File: src/hdl/rrt_pkg.sv
`timescale 1ns / 1ps
`default_nettype none
package rrt_pkg;

	localparam int ID_W     = 9;
	localparam int CNT_W    = 8;
	localparam int SEQ_W    = 32;
	localparam int OP_W     = 3;
	localparam int REG_W    = 5;
	localparam int CFG_IDX_W = 1;
	localparam int S_TDATA_W = 24;
	localparam int M_TDATA_W = 88;

	localparam logic [OP_W-1:0] OP_MAP_INT   = 3'd0;
	localparam logic [OP_W-1:0] OP_MAP_FP    = 3'd1;
	localparam logic [OP_W-1:0] OP_ALLOC_INT = 3'd2;
	localparam logic [OP_W-1:0] OP_ALLOC_FP  = 3'd3;
	localparam logic [OP_W-1:0] OP_FREE_INT  = 3'd4;
	localparam logic [OP_W-1:0] OP_FREE_FP   = 3'd5;
	localparam logic [OP_W-1:0] OP_FLUSH     = 3'd6;

	localparam logic [CFG_IDX_W-1:0] CFG_INT_TOTAL = 1'b0;
	localparam logic [CFG_IDX_W-1:0] CFG_FP_TOTAL  = 1'b1;

	localparam logic [ID_W-1:0] CFG_TOTAL_RST = 9'd128;

	typedef struct packed {
		logic            flush;
		logic            pop;
		logic            push;
		logic [ID_W-1:0] id;
	} stk_cmd_t;

	typedef struct packed {
		logic             empty;
		logic [CNT_W-1:0] level;
		logic [CNT_W-1:0] pending;
	} stk_stat_t;

	typedef struct packed {
		logic            flush;
		logic            we;
		logic [ID_W-1:0] data;
	} map_wr_t;

endpackage
`default_nettype wire

File: src/hdl/rrt_rename_map.sv
`timescale 1ns / 1ps
`default_nettype none
module rrt_rename_map import rrt_pkg::*; #(
	parameter int ARCH_REGS = 32
) (
	input  wire                   clk,
	input  wire                   arst_n,
	input  wire                   rd_en,
	input  wire  [REG_W-1:0]      rd_reg,
	input  wire  map_wr_t         wr,
	output logic [ID_W-1:0]       rd_id
);

	localparam int AW = (ARCH_REGS > 1) ? $clog2(ARCH_REGS) : 1;

	logic [ID_W-1:0]      mem [ARCH_REGS];
	logic [ARCH_REGS-1:0] vld_q;
	logic [ID_W-1:0]      rdata_s1;
	logic                 hit_s1;
	logic [AW-1:0]        idx_s1;
	logic [AW-1:0]        rd_idx;

	assign rd_idx = AW'(rd_reg);

	always_ff @(posedge clk) begin
		if (wr.we) begin
			mem[idx_s1] <= wr.data;
		end
		if (rd_en) begin
			rdata_s1 <= mem[rd_idx];
		end
	end

	always_ff @(posedge clk or negedge arst_n) begin
		if (!arst_n) begin
			vld_q  <= '0;
			hit_s1 <= 1'b0;
			idx_s1 <= '0;
		end else begin
			if (wr.flush) begin
				vld_q <= '0;
			end else if (wr.we) begin
				vld_q[idx_s1] <= 1'b1;
			end
			if (rd_en) begin
				hit_s1 <= vld_q[rd_idx];
				idx_s1 <= rd_idx;
			end
		end
	end

	// an entry never written since flush holds its register number plus one
	assign rd_id = hit_s1 ? rdata_s1 : (ID_W'(idx_s1) + ID_W'(1));

endmodule
`default_nettype wire

File: config.mk
export PLATFORM = sky130hd
export DESIGN_NAME = rrt_rename_map
export DESIGN_NICKNAME = d
export VERILOG_FILES = /design/src/hdl/rrt_pkg.sv /design/src/hdl/rrt_rename_map.sv
export SDC_FILE = /design/constraint.sdc
export NUM_CORES = 1
export LEC_CHECK = 0
export ABC_CLOCK_PERIOD_IN_PS = 2000
export BUFFER_PORTS_ARGS = -buffer_cell sky130_fd_sc_hd__buf_2
export CORE_AREA = 2 2 149 151
export DETAILED_ROUTE_END_ITERATION = 12
export DIE_AREA = 0 0 151 153
export GPL_ROUTABILITY_DRIVEN = 0
export PLACE_DENSITY = 0.83
export SYNTH_ARGS = -nofsm -noshare
export SYNTH_HDL_FRONTEND = slang
export SYNTH_SLANG_ARGS = --single-unit
File: constraint.sdc
create_clock -name clk -period 2 [get_ports clk]
set_input_delay 0.6 -clock clk [delete_from_list [all_inputs] [get_ports clk]]
set_output_delay 0.6 -clock clk [all_outputs]
set_load 0.02 [all_outputs]
==> impl_metrics.ini <==
[run_status]
status = complete, but fails checks
violations = negative setup slack

[power]
intPower_mw = 12.2
leakage_nw = 5.49
powerDensity_nw_per_um2 = 989
power_switching_share = 0.220
p_comb_frac = 0.080
seqPwrFrac = 0.500
switchingPower_mw = 3.44
clkPwrFrac = 0.420
ir_worst_vdd_mv = 0.511

[synth]
synth_top_area_frac = 0.679
syn_inst = 641
netlist_area_um2 = 13100
ys_seq_area_frac = 0.752
yosys-top-cells-area = edfxtp_1 68%, mux4_2 16%, dfrtp_1 7.2%, nor2_1 2.8%, mux2_2 1.0%
syn-num-nets = 665
ys_warn_count = 0
yosysUniqueCellTypes = 30
synth-seq-cells = 335
avgSynthCellArea_um2 = 20.5
yosys.area.top_type = edfxtp_1

[setup_path]
reg2reg_depth = 3
required_ns = 1.40
arrival_ns = 1.71
crit_type = flip-flop to primary output
cp-start-kind = flip-flop
crit_fanout = 5
endpoint_kind = primary output

[routing]
num_vias = 7577
antenna_left = 0
drtIter0Drc = 1017
wire_per_inst_um = 35.1
route.detailed.drc = 0
dr.pass1.iters = 6
avgViaCountPerCell = 7.10
wl_um = 37500

[cells_and_area]
fillers = 1084
final_nets = 783
syn2layout_area_growth_pct = 20.5
drive_gt1_frac = 0.386
fin_area_um2 = 15800
final_cells = 1067

[grt]
track_usage = 0.314
grt_max_degree = 39
first_global_vias = 7526
grt_pass1_wl_um = 50400
antenna_found_initial = 3
grt_overflow = 0

[sta]
setup_viol = 95
timing.final.ws_setup_ns = -0.315
setup-tns-final_ns = -4.81
max_freq_mhz = 432
fin_crit_sh = 1.16
fin_skew_ns = 0.0202
report.final.hold_viol_count = 0
period_needed_ns = 2.31
maxSlewHeadroom = 0.491
grt_setup_unrepaired = true
worstMarginPinSlew_ns = 0.764
drv_slew = 0

[placed_design]
place_inst = 973
dp_hpwl_um = 18500
dpl-instance-area_um2 = 14000
io_buffer_count = 27

[floorplanning]
start_util = 0.611
ios = 28
fp.dieH_um = 153
die_area_um2 = 23100
core_area_um2 = 21500
rows = 54
die_width_um = 151

[clock_tree]
cts_buffers = 34
cts_sinks = 335
clk_path_buf_depth = 3
htree_levels = 2
clockRootBuffer = clkbuf_16
clock_latency_ns = 0.52
tritoncts = done
clk_pin_slew_ns = 0.06
ctsHoldBuffers = 0

[worst_hold_path]
min_path_type = input pin to asynchronous set/reset pin

[flow_run]
drv_cap = 0
final timing paths:
kind                                  startpoint                    end  slack [ns]
setup reg to reg             mem[4][2]$_DFFE_PP_  rdata_s1[2]$_DFFE_PP_       -0.19
setup / recovery           idx_s1[0]$_DFFE_PN0P_               rd_id[2]       -0.31
min in group clk                           rd_en  idx_s1[1]$_DFFE_PN0P_        0.45
hold / removal                            arst_n  vld_q[26]$_DFFE_PN0P_        0.15
hold reg to reg            vld_q[23]$_DFFE_PN0P_  vld_q[23]$_DFFE_PN0P_        0.51
max in group asynchronous                 arst_n  idx_s1[0]$_DFFE_PN0P_        1.43
timing repair:
item,in CTS,in global routing
pin swaps,3,4
endpoints found under the hold margin,0,0
resized for setup,47,46
gates cloned,6,2
setup endpoints to repair,17,61
buffers inserted,15,11
registers in the layout (all words and copies together), names as in the netlist:
signal and flops:
mem 288, vld_q 32, rdata_s1 9, idx_s1 5
hit_s1 1
metal layers:
layer | GRT usage | share of wire | vias to the layer above
li1 | - | - | 2808
met1 | 0.440 | 0.33 | 3846
met2 | 0.489 | 0.49 | 750
met3 | 0.0696 | 0.13 | 171
met4 | 0.130 | 0.061 | 2
met5 | 0 | 0.00040 | -
per-stage QoR:
step	hold WS [ns]	setup slack, ns	power [mW]	util
2_1_floorplan	0.304	-0.335	8.49	-
3_3_place_gp	0.473	-0.719	8.84	0.653
3_5_place_dp	0.495	-0.740	8.90	0.653
4_1_cts	0.157	-0.314	15.4	0.726
5_1_grt	0.193	-0.322	15.9	0.736
6_report	0.154	-0.315	15.7	0.736
worst max-delay path, cell delays in order (launching register included):
cell	delay, ns
dfrtp_2	0.48
ha_1	0.27
xnor2_1	0.14
o21ai_1	0.15
buf_4	0.17
cells in the final DEF, fill, tap and decap left out, drive strengths merged:
cell,instances
o31ai,1
or3,2
xnor2,2
a221oi,1
dfrtp,38
buf,115
and3,1
clkbuf,49
bufinv,3
mux2i,6
nor2,98
mux4,96
or3b,3
nand3,4
xor2,1
o21ai,9
a22oi,1
nand2,14
nand3b,3
edfxtp,297
inv,4
a31oi,1
and2,3
a21oi,1
ha,5
diode,2
mux2,12
clkinv,11
nor2b,3
a2111oi,1
power groups by stage:
stage	Sequential, mW	Combinational [mW]	Clock [mW]
after floorplan	7.91	0.579	0
after global placement	7.95	0.899	0
after detailed placement	7.95	0.943	0
after CTS	7.81	1.10	6.50
after global routing	7.83	1.29	6.80
final	7.83	1.25	6.57
cell type report:
type	count	area, µm²	share of cell area
multi-input combinational	268	3220	0.204
inverter	4	15.0	0.000949
clock buffer	48	1010	0.0637
antenna	2	5.00	0.000316
tap	280	350	0.0221
sequential	335	9880	0.624
clock inverter	14	145	0.00917
timing repair buffer	116	1200	0.0758
cell usage after synthesis, drive strengths merged:
cell       n
edfxtp   297
nor2      98
mux4      96
dfrtp     38
buf       19
clkbuf    15
nand2     14
mux2      12
o21ai      9
mux2i      6
ha         5
inv        4
nand3      4
and2       3
nand3b     3
nor2b      3
or3b       3
or3        2
xnor2      2
a2111oi    1
a21oi      1
a221oi     1
a22oi      1
a31oi      1
and3       1
o31ai      1
xor2       1
kinds of logic after synthesis:
family,Yosys count,share of synthesized area
AOI/OAI and AO/OA,15,0.00677
xor gates and xnor gates,3,0.00200
adders and majority gates,5,0.00477
buffers and inverters,38,0.0136
DFF,335,0.752
muxes,114,0.180
and+or+nand+nor,131,0.0416
(Power assumes the default switching activity.)
