File: src/hdl/rrt_pkg.sv
`timescale 1ns / 1ps
`default_nettype none
package rrt_pkg;

	localparam int ID_W     = 9;
	localparam int CNT_W    = 8;
	localparam int SEQ_W    = 32;
	localparam int OP_W     = 3;
	localparam int REG_W    = 5;
	localparam int CFG_IDX_W = 1;
	localparam int S_TDATA_W = 24;
	localparam int M_TDATA_W = 88;

	localparam logic [OP_W-1:0] OP_MAP_INT   = 3'd0;
	localparam logic [OP_W-1:0] OP_MAP_FP    = 3'd1;
	localparam logic [OP_W-1:0] OP_ALLOC_INT = 3'd2;
	localparam logic [OP_W-1:0] OP_ALLOC_FP  = 3'd3;
	localparam logic [OP_W-1:0] OP_FREE_INT  = 3'd4;
	localparam logic [OP_W-1:0] OP_FREE_FP   = 3'd5;
	localparam logic [OP_W-1:0] OP_FLUSH     = 3'd6;

	localparam logic [CFG_IDX_W-1:0] CFG_INT_TOTAL = 1'b0;
	localparam logic [CFG_IDX_W-1:0] CFG_FP_TOTAL  = 1'b1;

	localparam logic [ID_W-1:0] CFG_TOTAL_RST = 9'd128;

	typedef struct packed {
		logic            flush;
		logic            pop;
		logic            push;
		logic [ID_W-1:0] id;
	} stk_cmd_t;

	typedef struct packed {
		logic             empty;
		logic [CNT_W-1:0] level;
		logic [CNT_W-1:0] pending;
	} stk_stat_t;

	typedef struct packed {
		logic            flush;
		logic            we;
		logic [ID_W-1:0] data;
	} map_wr_t;

endpackage
`default_nettype wire

File: src/hdl/rrt_free_stack.sv
`timescale 1ns / 1ps
`default_nettype none
module rrt_free_stack import rrt_pkg::*; #(
	parameter int ARCH_REGS = 32,
	parameter int DEPTH     = 224
) (
	input  wire                   clk,
	input  wire                   arst_n,
	input  wire  [ID_W-1:0]       total,
	input  wire                   rd_en,
	input  wire  stk_cmd_t        cmd,
	output logic [ID_W-1:0]       top_id,
	output stk_stat_t             stat
);

	localparam int SW = (DEPTH > 1) ? $clog2(DEPTH) : 1;
	localparam int LW = $clog2(DEPTH + 1);

	function automatic logic [LW-1:0] cap_f(input logic [ID_W-1:0] tot);
		logic [31:0] diff;
		diff = 32'(tot) - 32'(ARCH_REGS);
		if (32'(tot) <= 32'(ARCH_REGS)) begin
			return '0;
		end else if (diff >= 32'(DEPTH)) begin
			return LW'(DEPTH);
		end else begin
			return LW'(diff);
		end
	endfunction

	logic [ID_W-1:0] mem [DEPTH];
	logic [LW-1:0]   level_q;
	logic [LW-1:0]   low_q;
	logic [LW-1:0]   pending_q;
	logic [ID_W-1:0] rdata_s1;
	logic            hit_s1;
	logic [SW-1:0]   addr_s1;
	logic [LW-1:0]   level_dn;
	logic            room;

	assign level_dn = level_q - LW'(1);
	assign room     = (32'(level_q) < 32'(DEPTH));

	always_ff @(posedge clk) begin
		if (cmd.push && room) begin
			mem[SW'(level_q)] <= cmd.id;
		end
		if (rd_en) begin
			rdata_s1 <= mem[SW'(level_dn)];
		end
	end

	// entries at or above the lowest level since flush were pushed since flush
	always_ff @(posedge clk or negedge arst_n) begin
		if (!arst_n) begin
			level_q   <= cap_f(CFG_TOTAL_RST);
			low_q     <= cap_f(CFG_TOTAL_RST);
			pending_q <= '0;
			hit_s1    <= 1'b0;
			addr_s1   <= '0;
		end else begin
			priority if (cmd.flush) begin
				level_q   <= cap_f(total);
				low_q     <= cap_f(total);
				pending_q <= '0;
			end else if (cmd.pop) begin
				level_q   <= level_dn;
				pending_q <= pending_q + LW'(1);
				if (level_dn < low_q) begin
					low_q <= level_dn;
				end
			end else if (cmd.push) begin
				if (room) begin
					level_q <= level_q + LW'(1);
				end
				pending_q <= (pending_q != '0) ? pending_q - LW'(1) : '0;
			end
			if (rd_en) begin
				hit_s1  <= (level_q > low_q);
				addr_s1 <= SW'(level_dn);
			end
		end
	end

	assign top_id       = hit_s1 ? rdata_s1 : (ID_W'(ARCH_REGS + 1) + ID_W'(addr_s1));
	assign stat.empty   = (level_q == '0);
	assign stat.level   = CNT_W'(level_q);
	assign stat.pending = CNT_W'(pending_q);

endmodule
`default_nettype wire

File: config.mk
export PLATFORM = sky130hd
export DESIGN_NAME = rrt_free_stack
export DESIGN_NICKNAME = d
export VERILOG_FILES = /design/src/hdl/rrt_pkg.sv /design/src/hdl/rrt_free_stack.sv
export SDC_FILE = /design/constraint.sdc
export NUM_CORES = 2
export LEC_CHECK = 0
export BUFFER_PORTS_ARGS = -buffer_cell sky130_fd_sc_hd__buf_2
export CAP_MARGIN = 10
export CORE_AREA = 2 2 275 548
export CTS_CLUSTER_DIAMETER = 100
export DETAILED_ROUTE_END_ITERATION = 6
export DIE_AREA = 0 0 277 550
export PLACE_DENSITY_LB_ADDON = 0.25
export SYNTH_ARGS = -nofsm -noshare
export SYNTH_HDL_FRONTEND = slang
export SYNTH_SLANG_ARGS = --single-unit
File: constraint.sdc
create_clock -name clk -period 5.07 [get_ports clk]
set_clock_uncertainty 0.15 [all_clocks]
set_input_delay 1.014 -clock clk [delete_from_list [all_inputs] [get_ports clk]]
set_output_delay 1.014 -clock clk [all_outputs]
set_load 0.01 [all_outputs]
==> results_dict.tcl <==
set metrics [dict create \
    status "complete, but fails checks" \
    violations "DRC" \
    cts_max_level 4 \
    irDropWorstVdd_mv 0.293 \
    required_ns 5.52 \
    grt_overflow_total 0 \
    crit_buf_inv 4 \
    rsz0062_at_grt "false" \
    grt_max_degree 173 \
    r2r_start "level_q[0]$_DFFE_PN0P_" \
    ys_seq_area_share_pct 76.2 \
    wl_um 206000 \
    p_leak_nw 28.4 \
    wl_per_cell_um 33.1 \
    swShare_pct 30.3 \
    cts_setup_buffers 0 \
    crit_path_start_kind "register" \
    fmax_ghz 0.201 \
    setup_viol 0 \
    worstPathArrival_ns 5.42 \
    avgSynthCellArea_sq_um 20.6 \
    fin_nets 4212 \
    synthCells 3926 \
    criticalPathCategory "register to register" \
    clk_pin_slew_ns 0.07 \
    port_buffers 49 \
    worst_slew_pin_slew_ns 1.35 \
    vias 39800 \
    die_height_um 550 \
    r2r-end "rdata_s1[3]$_DFFE_PP_" \
    clockBufferDepth 4 \
    power_frac_comb_pct 26.0 \
    ys_ff_latch 2058 \
    cts_tree "built" \
    path_depth 12 \
    cts_root_buf "clkbuf_16" \
    rows 200 \
    cts_hold_buf 0 \
    clkPwrFrac_pct 29.9 \
    drive_above_1_share_pct 26.7 \
    critPathSlowestCell "nor3_1" \
    switching_power_mw 13.1 \
    max_stage_delay_ns 0.94 \
    syn-num-nets 3977 \
    cp_top_family "simple AND/OR/NAND/NOR gates" \
    ff2ff_setup_slack_ns 0.1 \
    synth.most_common_cell "edfxtp_1" \
    start_util_pct 54.6 \
    holdCritPathClass "input pin to async pin" \
    clk_latency_ns 0.83 \
    drt_iter0_drc 4255 \
    netlist_top_cells_count "edfxtp_1 (2025), mux4_2 (578), nor2_1 (306)" \
    sequentialPowerShare_pct 44.1 \
    cts_sinks 2058 \
    cap_violations 0 \
    drv_slew 0 \
    fp.dieW_um 277 \
    fin_crit_sh_pct 98.0 \
    grt_pass1_wl_um 295000 \
    path_cells "inv_1 -> ha_4 -> buf_12 -> buf_4 -> mux4_2 -> nand2_1 -> nand3_1 -> a21oi_1 -> nor4_1 -> nor3_1 -> buf_4 -> nor3_1" \
    dpl.hpwl_um 134000 \
    numCtsBuffers 176 \
    grt_pass1_vias 41300 \
    drc 1 \
    fin_crit_ns 4.97 \
    yosys.area.top_type_share_pct 75.1 \
    grtUsageTotal_pct 27.4 \
    crit_fanout 24 \
    synthArstFlopShare_pct 1.60 \
    drt_pass1_iterations 7 \
    dieArea_sq_um 152000 \
    syn_to_final_growth_pct 11.3 \
    p_int_mw 30.2 \
    coreArea_sq_um 148000 \
    power.density_nw_per_um2 481 \
    cp-end-kind "register" \
    r2r_cells 12 \
    place.gp.congestion 0.994 \
    ys.flop_type "edfxtp_1" \
    ys.warnings.count 0 \
    hold_violations 0 \
    slew_headroom_pct 9.84 \
    ys_types 59 \
    hold_slack_ns 0.167 \
    ios 50 \
    viasPerCell 6.42 \
    ctsResizeCount 0 \
    final_antenna_net_count 0 \
    netlist_area_sq_um 80900 \
    yosys-top-cells-area "edfxtp_1 (75%), mux4_2 (16%), nor2_1 (1.4%)" \
    synth_edf_count 2025 \
    antenna_found_initial 7 \
    tns_ns 0 \
    yosys.area.top_type "edfxtp_1" \
]
sequential cells by signal, summed over array words and instances (netlist names):
register,cells
mem,2016
hit_s1,1
rdata_s1,9
pending_q,8
level_q,8
low_q,8
addr_s1,8
worst max-delay path by stage:
stage                      startpoint               endpoint  slack [ns]
2_1_floorplan  level_q[0]$_DFFE_PN0P_   low_q[1]$_DFFE_PN0P_        0.50
3_3_place_gp   level_q[0]$_DFFE_PN0P_  rdata_s1[3]$_DFFE_PP_        0.31
3_5_place_dp   level_q[0]$_DFFE_PN0P_  rdata_s1[3]$_DFFE_PP_        0.29
4_1_cts        level_q[0]$_DFFE_PN0P_  rdata_s1[3]$_DFFE_PP_        0.30
5_1_grt        level_q[0]$_DFFE_PN0P_  rdata_s1[3]$_DFFE_PP_        0.05
6_report       level_q[0]$_DFFE_PN0P_  rdata_s1[3]$_DFFE_PP_         0.1
cell usage in the layout (no fill, tap or decap), types with 40 or more instances in the layout:
master,count
edfxtp_1,2025
a21oi_1,65
buf_4,216
mux4_2,578
o21ai_0,50
buf_2,40
nand3_1,111
nand2_1,286
clkbuf_16,178
nor2_1,306
worst register-to-register path, stage by stage, from the launching register on:
cell and delay [ns]:
dfrtp_4 0.59, inv_1 0.23, ha_4 0.48, buf_12 0.27, buf_4 0.46, mux4_2 0.39, nand2_1 0.09, nand3_1 0.11
a21oi_1 0.60, nor4_1 0.12, nor3_1 0.94, buf_4 0.28, nor3_1 0.05
power groups by stage:
| stage | registers, mW | clock network (mW) | logic, mW |
|---|---|---|---|
| floorplan | 19.4 | 0 | 6.49 |
| global placement | 19.5 | 0 | 11.1 |
| detailed placement | 19.5 | 0 | 11.1 |
| CTS | 19.1 | 13.1 | 11.2 |
| global route | 19.1 | 13.7 | 11.6 |
| finish | 19.1 | 13.0 | 11.3 |
cell families after synthesis:
kind of cell | synth area share (%)
AO/OA/AOI/OAI | 1.25
multiplexers | 16.3
flip-flops | 76.2
adder cells (fa/ha/maj) | 0.417
AND/OR/NAND/NOR | 4.15
buffers and inverters | 1.55
XOR/XNOR | 0.204
routing by layer:
layer	routed length (um)	up-vias	global-route usage [%]	share of wire, %
met2	109000	1728	48.4	53
met4	16400	6	19.0	8.0
met5	44	-	0	0.021
met3	13700	505	3.94	6.7
li1	-	16400	-	-
met1	66000	21200	30.6	32
cell type report:
cell class,count,area [sq um]
sequential,2058,61600
tap,1919,2400
multi-input combinational,1609,18100
inverter,27,111
fill,10200,58100
clock inverter,81,706
clock buffer,218,4650
antenna,1,2.50
timing repair buffer,289,2420
per-stage QoR:
stage	power, mW	worst slack [ns]	instances	area, sq um	util (%)
after floorplan	25.9	0.496	3926	80900	-
after global placement	30.5	0.313	5901	84700	57.2
after detailed placement	30.6	0.291	5902	84700	57.2
after CTS	43.4	0.301	6201	90000	60.8
after global routing	44.4	0.0492	6202	90000	60.8
final	43.3	0.0996	6202	90000	60.8
(Power assumes the default switching activity.)
